==> src/hw/rtl/frsk_pkg.sv <==
package frsk_pkg;

  // command codes
  localparam logic CMD_SET  = 1'b0;
  localparam logic CMD_TICK = 1'b1;

  // configuration register indexes
  localparam int unsigned CFG_IDX_W = 2;
  localparam logic [CFG_IDX_W-1:0] CFG_KICK_ENABLE   = 2'd0;
  localparam logic [CFG_IDX_W-1:0] CFG_KICK_DURATION = 2'd1;
  localparam logic [CFG_IDX_W-1:0] CFG_INVERT        = 2'd2;

  localparam int unsigned CFG_DATA_W = 16;
  localparam int unsigned ELAPSED_W  = 16;

  typedef logic [2:0] speed_t;

  localparam speed_t SPEED_OFF  = 3'd0;
  localparam speed_t SPEED_ONE  = 3'd1;
  localparam speed_t SPEED_TWO  = 3'd2;
  localparam speed_t SPEED_THREE = 3'd3;
  localparam speed_t SPEED_FULL = 3'd4;

  typedef struct packed {
    logic               command;
    logic signed [15:0] level;
  } in_item_t;

  typedef struct packed {
    logic       relay_one;
    logic       relay_two;
    logic       relay_three;
    logic [6:0] reported_level;
    logic       kick_running;
  } out_item_t;

  // clamp a signed percentage and quantize it to a speed
  function automatic speed_t speed_of_level(input logic signed [15:0] lv);
    speed_t s;
    if (lv <= 16'sd0) begin
      s = SPEED_OFF;
    end else if (lv <= 16'sd25) begin
      s = SPEED_ONE;
    end else if (lv <= 16'sd50) begin
      s = SPEED_TWO;
    end else if (lv <= 16'sd75) begin
      s = SPEED_THREE;
    end else begin
      s = SPEED_FULL;
    end
    return s;
  endfunction

  // relay pattern per speed, bit 0 is relay one
  function automatic logic [2:0] relay_of_speed(input speed_t s);
    logic [2:0] r;
    case (s)
      SPEED_ONE:   r = 3'b001;
      SPEED_TWO:   r = 3'b010;
      SPEED_THREE: r = 3'b011;
      SPEED_FULL:  r = 3'b100;
      default:     r = 3'b000;
    endcase
    return r;
  endfunction

  // percentage reported for a speed
  function automatic logic [6:0] pct_of_speed(input speed_t s);
    logic [6:0] p;
    case (s)
      SPEED_ONE:   p = 7'd25;
      SPEED_TWO:   p = 7'd50;
      SPEED_THREE: p = 7'd75;
      SPEED_FULL:  p = 7'd100;
      default:     p = 7'd0;
    endcase
    return p;
  endfunction

endpackage

==> src/hw/rtl/fan_relay_speed_kickstart_core.sv <==
// Three-relay fan speed controller with optional kickstart.
// Input channel (in_valid/in_ready/in_data): each beat is either a set
// command carrying a signed percentage, or a one-millisecond tick.
// Output channel (out_valid/out_ready/out_data): exactly one result beat per
// input beat, in order: relay drive levels, reported percentage of the target
// speed and the kickstart flag.
// Config channel (cfg_valid/cfg_ready/cfg_index/cfg_data): always ready;
// index 0 kick enable, 1 kick duration in ticks, 2 output inversion; other
// indexes are dropped. Write only while no item is in flight.
// A beat accepted into the input register passes through the state update into
// the result register once that is free. Throughput is one beat per cycle while
// the receiver does not stall, since the state update between the input register
// and the result register is combinational.
// Reset clears the fan to off, stops any kickstart, clears the config and
// empties both registers. When the receiver stalls the result register holds
// and the input register keeps one more beat; in_ready drops once both are full.
module fan_relay_speed_kickstart_core
  import frsk_pkg::*;
(
  input  logic                  clk,
  input  logic                  rst,
  input  logic                  in_valid,
  output logic                  in_ready,
  input  in_item_t              in_data,
  output logic                  out_valid,
  input  logic                  out_ready,
  output out_item_t             out_data,
  input  logic                  cfg_valid,
  output logic                  cfg_ready,
  input  logic [CFG_IDX_W-1:0]  cfg_index,
  input  logic [CFG_DATA_W-1:0] cfg_data
);

  // configuration registers
  logic                 kick_enable;
  logic [ELAPSED_W-1:0] kick_duration_ms;
  logic                 invert_outputs;

  // controller state
  speed_t               applied_speed;
  speed_t               target_speed;
  logic                 kick_active;
  logic [ELAPSED_W-1:0] kick_elapsed;

  // input register
  logic     in_full;
  in_item_t in_reg;

  speed_t               applied_speed_next;
  speed_t               target_speed_next;
  logic                 kick_active_next;
  logic [ELAPSED_W-1:0] kick_elapsed_next;
  logic [ELAPSED_W-1:0] elapsed_inc;
  speed_t               want;
  logic                 start_kick;
  logic                 advance;
  logic [2:0]           relays;
  out_item_t            result;

  assign cfg_ready = 1'b1;
  assign advance   = in_full && (!out_valid || out_ready);
  assign in_ready  = !in_full || advance;

  // config writes
  always_ff @(posedge clk) begin
    if (rst) begin
      kick_enable      <= 1'b0;
      kick_duration_ms <= '0;
      invert_outputs   <= 1'b0;
    end else if (cfg_valid && cfg_ready) begin
      case (cfg_index)
        CFG_KICK_ENABLE:   kick_enable      <= cfg_data[0];
        CFG_KICK_DURATION: kick_duration_ms <= cfg_data;
        CFG_INVERT:        invert_outputs   <= cfg_data[0];
        default: ;
      endcase
    end
  end

  // input beat register
  always_ff @(posedge clk) begin
    if (rst) begin
      in_full <= 1'b0;
    end else if (in_valid && in_ready) begin
      in_full <= 1'b1;
    end else if (advance) begin
      in_full <= 1'b0;
    end
  end

  always_ff @(posedge clk) begin
    if (in_valid && in_ready) begin
      in_reg <= in_data;
    end
  end

  // state update for the buffered beat
  always_comb begin
    want        = speed_of_level(in_reg.level);
    start_kick  = kick_enable && (kick_duration_ms != '0) &&
                  (applied_speed == SPEED_OFF) &&
                  (want >= SPEED_ONE) && (want <= SPEED_THREE);
    elapsed_inc = (kick_elapsed == '1) ? kick_elapsed : kick_elapsed + 1'b1;

    applied_speed_next = applied_speed;
    target_speed_next  = target_speed;
    kick_active_next   = kick_active;
    kick_elapsed_next  = kick_elapsed;

    if (in_reg.command == CMD_SET) begin
      target_speed_next = want;
      if (start_kick) begin
        applied_speed_next = SPEED_FULL;
        kick_active_next   = 1'b1;
        kick_elapsed_next  = '0;
      end else begin
        applied_speed_next = want;
        kick_active_next   = 1'b0;
      end
    end else if (kick_active) begin
      kick_elapsed_next = elapsed_inc;
      if (elapsed_inc >= kick_duration_ms) begin
        applied_speed_next = target_speed;
        kick_active_next   = 1'b0;
      end
    end
  end

  // result built from the updated state
  always_comb begin
    relays                = relay_of_speed(applied_speed_next) ^ {3{invert_outputs}};
    result.relay_one      = relays[0];
    result.relay_two      = relays[1];
    result.relay_three    = relays[2];
    result.reported_level = pct_of_speed(target_speed_next);
    result.kick_running   = kick_active_next;
  end

  // state and output valid
  always_ff @(posedge clk) begin
    if (rst) begin
      applied_speed <= SPEED_OFF;
      target_speed  <= SPEED_OFF;
      kick_active   <= 1'b0;
      kick_elapsed  <= '0;
      out_valid     <= 1'b0;
    end else begin
      if (advance) begin
        applied_speed <= applied_speed_next;
        target_speed  <= target_speed_next;
        kick_active   <= kick_active_next;
        kick_elapsed  <= kick_elapsed_next;
        out_valid     <= 1'b1;
      end else if (out_ready) begin
        out_valid <= 1'b0;
      end
    end
  end

  // result register
  always_ff @(posedge clk) begin
    if (advance) begin
      out_data <= result;
    end
  end

endmodule

==> config.mk <==
export PLATFORM = sky130hd
export DESIGN_NAME = fan_relay_speed_kickstart_core
export DESIGN_NICKNAME = d
export VERILOG_FILES = /design/src/hw/rtl/frsk_pkg.sv /design/src/hw/rtl/fan_relay_speed_kickstart_core.sv
export SDC_FILE = /design/constraint.sdc
export NUM_CORES = 1
export LEC_CHECK = 0
export ABC_AREA = 1
export BUFFER_PORTS_ARGS = -buffer_cell sky130_fd_sc_hd__buf_4
export CORE_MARGIN = 10
export CORE_UTILIZATION = 40
export CTS_BUF_LIST = sky130_fd_sc_hd__clkbuf_16
export DETAILED_ROUTE_END_ITERATION = 8
export GPL_TIMING_DRIVEN = 0
export PLACE_DENSITY = 0.6
export SYNTH_ARGS = -nofsm -noshare
export SYNTH_HDL_FRONTEND = slang
export SYNTH_SLANG_ARGS = --single-unit
==> constraint.sdc <==
create_clock -name clk -period 9.4 [get_ports clk]
set_clock_uncertainty 0.05 [all_clocks]
set_input_delay 1.88 -clock clk [delete_from_list [all_inputs] [get_ports clk]]
set_output_delay 1.88 -clock clk [all_outputs]
set_load 0.01 [all_outputs]
## After elaboration in Yosys (flattened, before gate mapping)

Cells that the tools add are included.
Widths: inputs -> output; s select.

- Input bits: 40
- Memories kept: 0
- Output and inout port bits: 14
- Bits in latches: 0
- Register bits after elaboration: 71
- Bits in writable memories: 0
- Bits in read-only memories: 0

- Muxes and demuxes: 23
- Equality and inequality tests: 12
- Bitwise logic cells: 1
- Add/subtract/negate cells: 1
- Divide/modulo/power cells: 0
- Order comparisons: 7
- Shift operators: 0
- Multiply operators: 0
- Reductions and logical operators: 20

Operator list:

| cell | number |
|---|---|
| $mux 16 | 4 |
| $pmux 7 s4 | 1 |
| $mux 3 | 9 |
| $add 16x1->16 const B | 1 |
| $eq 16x16->1 const B | 1 |
| $ge 16x16->1 | 1 |
| $le 16x1->1 const B | 1 |
| $le 16x6->1 const B | 1 |
| $le 16x7->1 const B | 1 |
| $le 16x8->1 const B | 1 |
| $reduce_bool 16->1 | 1 |
| $eq 3x2->1 const B | 4 |
| $pmux 3 s4 | 1 |
| $mux 1 | 8 |
| $eq 3x1->1 const B | 2 |
| $eq 3x3->1 const B | 2 |
| $logic_and 1x1->1 | 6 |
| $reduce_and 2->1 | 3 |
| $reduce_bool 2->1 | 3 |
| $ge 3x1->1 const B | 1 |
| $le 3x2->1 const B | 1 |
| $logic_not 3->1 | 1 |
| $reduce_and 3->1 | 1 |
| $xor 3x3->3 | 1 |
| other kinds (6) | 8 |

## Depth between registers and ports, before layout

Gate-level depths: netlist of run 1.

- Depth in word-level cells: 13
- Depth in mapped cells: 28
- Depth with buffers taken out: 28

## Worst setup path before layout of run 1

Ideal clock, no wire load.

- Path kind: input -> output
- Start point: in out_ready
- End point: out in_ready
- Arrival time: 2.064 ns
- Path buffers: 0
- Required time: 7.470 ns
- Stages: 2
- Slack: 5.406 ns
- Cell sequence: inv_1 -> nand3_1

- Longest elaborated chain between the ends: 3

Ends and longest elaborated chain:

| what | line | text |
|---|---|---|
| start: declaration | fan_relay_speed_kickstart_core.sv:26 | `input logic out_ready,` |
| $logic_or 1x1->1 | fan_relay_speed_kickstart_core.sv:61 | `assign advance = in_full && (!out_valid \|\| out_ready);` |
| $logic_and 1x1->1 | fan_relay_speed_kickstart_core.sv:61 |  |
| $logic_or 1x1->1 | fan_relay_speed_kickstart_core.sv:62 | `assign in_ready = !in_full \|\| advance;` |
| end: declaration | fan_relay_speed_kickstart_core.sv:23 | `output logic in_ready,` |

Every way passes these cells.

## Worst setup path in the final report of run 1

Ends and elaborated chain as after synthesis.

==> results of run 1 <==
[through the flow]
step	power, mW	hold WS (ps)	cell area (µm²)
detailed placement	0.421	431	4450
floorplan	0.388	399	3900
global route	0.781	450	4740
finish	0.748	433	4740
global placement	0.418	426	4450
CTS	0.756	441	4740
[cell type report]
cell class / count / area, µm² / area share [%]
sequential: 70 / 1670 / 35.2
timing repair buffer: 52 / 390 / 8.23
clock buffer: 9 / 225 / 4.75
inverter: 79 / 302 / 6.36
buffer: 15 / 88.8 / 1.87
multi-input combinational: 349 / 1840 / 38.7
tap: 129 / 161 / 3.40
clock inverter: 7 / 66.3 / 1.40
[Yosys cell counts (all sizes together) (2+ instances only)]
| cell | count |
|---|---|
| nand3 | 27 |
| nor2 | 64 |
| o21ai | 41 |
| clkbuf | 10 |
| nand2 | 100 |
| nor4 | 8 |
| ha | 17 |
| xor2 | 8 |
| nor3 | 14 |
| nand4 | 6 |
| inv | 79 |
| xnor2 | 2 |
| a21oi | 53 |
| nor3b | 2 |
| edfxtp | 27 |
| buf | 5 |
| dfxtp | 43 |
[logic make-up (layout without fill, tap and decap cells)]
| group | after synthesis | after routing | share of synthesized area [%] |
|---|---|---|---|
| fa+ha+maj | 17 | 17 | 5.45 |
| xor+xnor | 10 | 10 | 2.44 |
| flops | 70 | 70 | 42.9 |
| compound gates | 99 | 99 | 13.1 |
| buf+inv | 94 | 162 | 10.0 |
| other cells | 1 | 1 | 0.0962 |
| simple gates | 222 | 222 | 26.1 |
[power groups by stage]
| stage | Sequential (mW) | Clock (mW) | Combinational [mW] |
|---|---|---|---|
| 2_1_floorplan | 0.343 | 0 | 0.0452 |
| 3_3_place_gp | 0.343 | 0 | 0.0754 |
| 3_5_place_dp | 0.343 | 0 | 0.0773 |
| 4_1_cts | 0.337 | 0.342 | 0.0779 |
| 5_1_grt | 0.338 | 0.356 | 0.0873 |
| 6_report | 0.337 | 0.334 | 0.0771 |
[worst register-to-register path, delay by kind of cell (launching register included)]
kind	cells	cell delay, ps
buf+inv	3	240
fa+ha+maj	2	510
simple gates	16	1980
flops	1	420
compound gates	1	340
[metal layers]
metal | vias up | share of wire, % | track usage [%]
met5 | - | 0 | 0
met4 | 0 | 1.9 | 5.73
met3 | 12 | 5.6 | 2.81
met2 | 90 | 45 | 20.6
met1 | 1555 | 48 | 17.2
li1 | 1803 | - | -
[how the worst max path moves through the flow]
| stage | to | slack [ps] | start | depth (start not counted) |
|---|---|---|---|---|
| 2_1_floorplan | in_ready | 5410 | out_ready | 2 |
| 3_3_place_gp | in_ready | 5160 | out_ready | 4 |
| 3_5_place_dp | in_ready | 5150 | out_ready | 4 |
| 4_1_cts | in_ready | 5150 | out_ready | 4 |
| 5_1_grt | in_ready | 5110 | out_ready | 4 |
| 6_report | in_ready | 5160 | out_ready | 4 |
==> reports/results.txt, run 1 <==
WP data arrival = 2310 ps
Worst R2R Start = kick_elapsed[0]$_SDFFE_PP0P_
flops & latches, synth = 70
largest net degree at the start of global routing = 18
Synth async-reset ratio = 0%
Reg2Reg Depth = 22
routed vias = 3,460
slowest CP cell = buf_4
Final Critical Period = 4240 ps
crit-path max cell delay = 170 ps
WL per Instance = 13.1 µm
hold path startpoint = kick_duration_ms[3]$_SDFFE_PP0P_
final period utilization = 45.1%
commonest non-fill, non-tap cells in the layout = nand2_1 (96), inv_1 (76), buf_4 (54)
layout cells sized above 1 = 17.6%
worst vdd ir = 104 µV
Routed Antenna Nets = 0
final core occ = 50.6%
Comb pwr share = 10.3%
Max Fclk = 236 MHz
initial core utilization = 41.6%
# port buffers = 52
CTS tree = yes
Worst Tran Pin Value = 609 ps
CTS root buffer = clkbuf_16
Clock Tree Buf Depth = 2
Final Non-Filler Cells = 710
setup ws final = 5160 ps
final wirelength = 9.29 mm
PostCTS Resize Cnt = 0
DRC violations left = 0
R2R Setup Slk = 5630 ps
worst skew pair latency = 330 ps
Hold Crit Depth = 2
CP delay by family, top = buffers and inverters
status = finished, final reports clean
Slew Viols, Final = 0
Placed Cells = 694
sequential power share = 45.0%
setup slack at placement = 5150 ps
Final nets = 633
RSZ-0062 raised after global routing = no
register area share after synthesis = 42.9%
first-pass GRT wire length = 15.8 mm
Psw = 0.181 mW
Synth top area share = 22.1%
Fin. Hold Viols = 0
setup TNS = 0 ps
core area = 9370 µm²
1st-iter DRT viols = 113
MaxCap Viol Count = 0
most frequent CP cell = buf_4
Syn Nets = 570
worst path required time = 7470 ps
PD cells = 158 nW/µm²
Critical Path Sink Type = output port
Pleak = 2.13 nW
predominant post-synthesis flop cell = dfxtp_1
post-synth cell types = 38
die width = 119 µm
Int Power = 0.566 mW
P&R area growth vs syn = 21.6%
EDFF count, synth = 27
hold endpoint = kick_duration_ms[3]$_SDFFE_PP0P_
top cells by area, synth = dfxtp_1 (22%), edfxtp_1 (21%), nand2_1 (9.2%)
r2r endpoint = out_data[10]$_DFFE_PP_
Sw Ratio = 24.3%
DIE AREA = 14,100 µm²
n_diodes = 0
setup repair bufs after CTS = 0
critical-path cell list = buf_4 > inv_1 > nand3_1 > buf_4
startpoint types = input port
initial antenna violation count = 0
Synth Cell Area = 3900 µm²
max FFs per register = 17
most common library cell in the layout ignoring fill and taps = nand2_1
htree depth = 3
Clk pwr share = 44.7%
number of global-route vias before repair = 3,385
FILL cells = 930
CTS Sinks = 70
CP max FO = 3
Pre-antenna DRT Iters = 5
largest area contributor in the netlist = dfxtp_1
CTS clock-pin slew for the worst setup and hold paths = 50 ps
gr ovfl total = 0
CTS hold repair buffers = 0
Post-Syn Instances = 513
Ys Warns = 0
DP HPWL = 7.21 mm
total CTS buffers = 9
worst setup path class = in2out
Die Y = 119 µm
Buffers & Inverters on Critical Path = 3
Min-Delay Path Class = reg2reg
routed vias/inst = 4.87
final-report setup violation count = 0
Rows = 35
Top Ports = 54
Rel. slew slack = 59.4%
Avg Inst Size Synth = 7.60 µm²
Placer Congestion = 0.887
overall routing resource usage = 13.2%
No activity file was read; power rests on OpenSTA's default activity.
==> run 2, diff against run 1 <==
clock period = 3.95 ns   (was 9.4 ns; I/O delays follow)
==> run 2 against run 1 <==
Compared with the run above: sequential share of layout area decreased by 0.057 points; utilization increased by 0.12 points; first-iteration DRC count shrank 0.88%; non-clock buffer count unchanged; via count unchanged; final cell count stayed put; largest cell class unchanged; count of clock-buffer cells in the layout unchanged; combinational power increased by 140%; setup slack got worse by 4800 ps; global-route usage stayed put; critical path depth increased by 23; flip-flop and latch count unchanged.
==> reports/results.txt, run 2 (synthesis gave the netlist of run 1 again) <==
DIE AREA = 14,100 µm² (unchanged)
first-pass GRT wire length = 15.8 mm (unchanged)
register area = 1670 µm² (about the same)
core area = 9370 µm² (unchanged)
Clk pwr share = 44.6% (was 44.7%)
# port buffers = 52 (unchanged)
status = finished, final reports clean (unchanged)
design area = 4750 µm² (was 4740 µm²)
multi-input logic area = 1850 µm² (was 1840 µm²)
number of global-route vias before repair = 3,385 (unchanged)
Placed Cells = 694 (unchanged)
CTS Sinks = 70 (unchanged)
n_diodes = 0 (unchanged)
Max Fclk = 279 MHz
final wirelength = 9.27 mm (was 9.29 mm)
CTS clock-pin slew for the worst setup and hold paths = 60 ps (was 50 ps)
slowest CP cell = dfxtp_2 (was buf_4)
Routed Antenna Nets = 0 (unchanged)
Rel. slew slack = 59.4% (unchanged)
sequential power share = 45.0% (about the same)
setup repair bufs after CTS = 0 (unchanged)
worst vdd ir = 248 µV (was 104 µV)
worst path required time = 3990 ps (was 7470 ps)
worst skew pair latency = 330 ps (about the same)
Psw = 0.432 mW (was 0.181 mW)
WP data arrival = 3630 ps (was 2310 ps)
Worst Tran Pin Value = 609 ps (unchanged)
Min-Delay Path Class = reg2reg (unchanged)
Int Power = 1.35 mW (was 0.566 mW)
CP max FO = 5 (was 3)
most common library cell in the layout ignoring fill and taps = nand2_1 (unchanged)
routed vias/inst = 4.87 (unchanged)
worst setup path class = reg2reg (was in2out)
Rows = 35 (unchanged)
largest net degree at the start of global routing = 18 (unchanged)
final-report setup violation count = 0 (unchanged)
CTS root buffer = clkbuf_16 (unchanged)
routed vias = 3,460 (unchanged)
crit-path max cell delay = 370 ps (was 170 ps)
commonest non-fill, non-tap cells in the layout = nand2_1 (96), inv_1 (76), buf_4 (54) (unchanged)
Final nets = 633 (unchanged)
WHS = 433 ps (about the same)
setup TNS = 0 ps (unchanged)
PnR Total Power = 1.78 mW (was 0.748 mW)
WL per Instance = 13.1 µm (about the same)
Pleak = 2.14 nW (was 2.13 nW)
FILL cells = 928 (was 930)
Top Ports = 54 (unchanged)
CP delay by family, top = simple AND/OR/NAND/NOR gates (was buffers and inverters)
placed cell area = 4450 µm² (unchanged)
MaxCap Viol Count = 0 (unchanged)
initial core utilization = 41.6% (unchanged)
Buffers & Inverters on Critical Path = 4 (was 3)
Fin. Hold Viols = 0 (unchanged)
initial antenna violation count = 0 (unchanged)
overall routing resource usage = 13.2% (unchanged)
1st-iter DRT viols = 112 (was 113)
P&R area growth vs syn = 21.9% (was 21.6%)
gr ovfl total = 0 (unchanged)
Critical Path Sink Type = flip-flop (was output port)
Pre-antenna DRT Iters = 4 (was 5)
layout cells sized above 1 = 18.1% (was 17.6%)
RSZ-0062 raised after global routing = no (unchanged)
CTS tree = yes (unchanged)
total CTS buffers = 9 (unchanged)
final core occ = 50.7% (was 50.6%)
PD cells = 374 nW/µm² (was 158 nW/µm²)
DRC violations left = 0 (unchanged)
final period utilization = 90.9%
Final Critical Period = 3590 ps
setup slack at placement = 305 ps (was 5150 ps)
Clock Tree Buf Depth = 2 (unchanged)
die width = 119 µm (unchanged)
DP HPWL = 7.21 mm (unchanged)
Slew Viols, Final = 0 (unchanged)
Placer Congestion = 0.887 (unchanged)
Comb pwr share = 10.3% (about the same)
Die Y = 119 µm (unchanged)
setup ws final = 360 ps (was 5160 ps)
Sw Ratio = 24.3% (about the same)
max FFs per register = 17 (unchanged)
startpoint types = flip-flop (was input port)
most frequent CP cell = nand2_1 (was buf_4)
htree depth = 3 (unchanged)
Final Non-Filler Cells = 710 (unchanged)
==> run 2: power by group through the flow <==
stage	Combinational, mW	Sequential, mW	Clock (mW)
after floorplan	0.108	0.817	0
after global placement	0.179	0.816	0
after detailed placement	0.184	0.817	0
after CTS	0.185	0.801	0.813
after global routing	0.208	0.805	0.847
final	0.184	0.801	0.795
==> run 2: area by class of cell <==
class	count	area share [%]
plain buffers	15	1.87
clock buffers	9	4.74
clock inverters	7	1.39
inverters	79	6.34
multi-input cells	349	38.9
flip-flops and latches	70	35.2
well taps	129	3.39
repair buffers	52	8.21
==> run 2: timing repair <==
item,CTS,global route
hold buffers,0,0
resized for setup,0,4
endpoints found under the hold margin,0,0
endpoints found under the setup margin,0,4
==> run 2: worst min-delay path, stage by stage (launching register included) <==
cell,delay (ps)
dfxtp_1,300
inv_1,70
a21oi_1,60
==> run 2: routing by layer <==
metal	GRT usage [%]	up-vias	routed length (µm)
li1	-	1803	-
met1	17.2	1556	4410
met2	20.6	89	4150
met3	2.81	12	535
met4	5.73	0	175
met5	0	-	0
==> run 2: path summary, 6_finish.rpt <==
path | startpoint | to | slack (ps) | depth (start not counted)
max | kick_elapsed[0]$_SDFFE_PP0P_ | out_data[8]$_DFFE_PP_ | 360 | 27
min reg2reg | kick_duration_ms[3]$_SDFFE_PP0P_ | kick_duration_ms[3]$_SDFFE_PP0P_ | 430 | 2
max reg2reg | kick_elapsed[0]$_SDFFE_PP0P_ | out_data[8]$_DFFE_PP_ | 360 | 27
min | kick_duration_ms[3]$_SDFFE_PP0P_ | kick_duration_ms[3]$_SDFFE_PP0P_ | 430 | 2
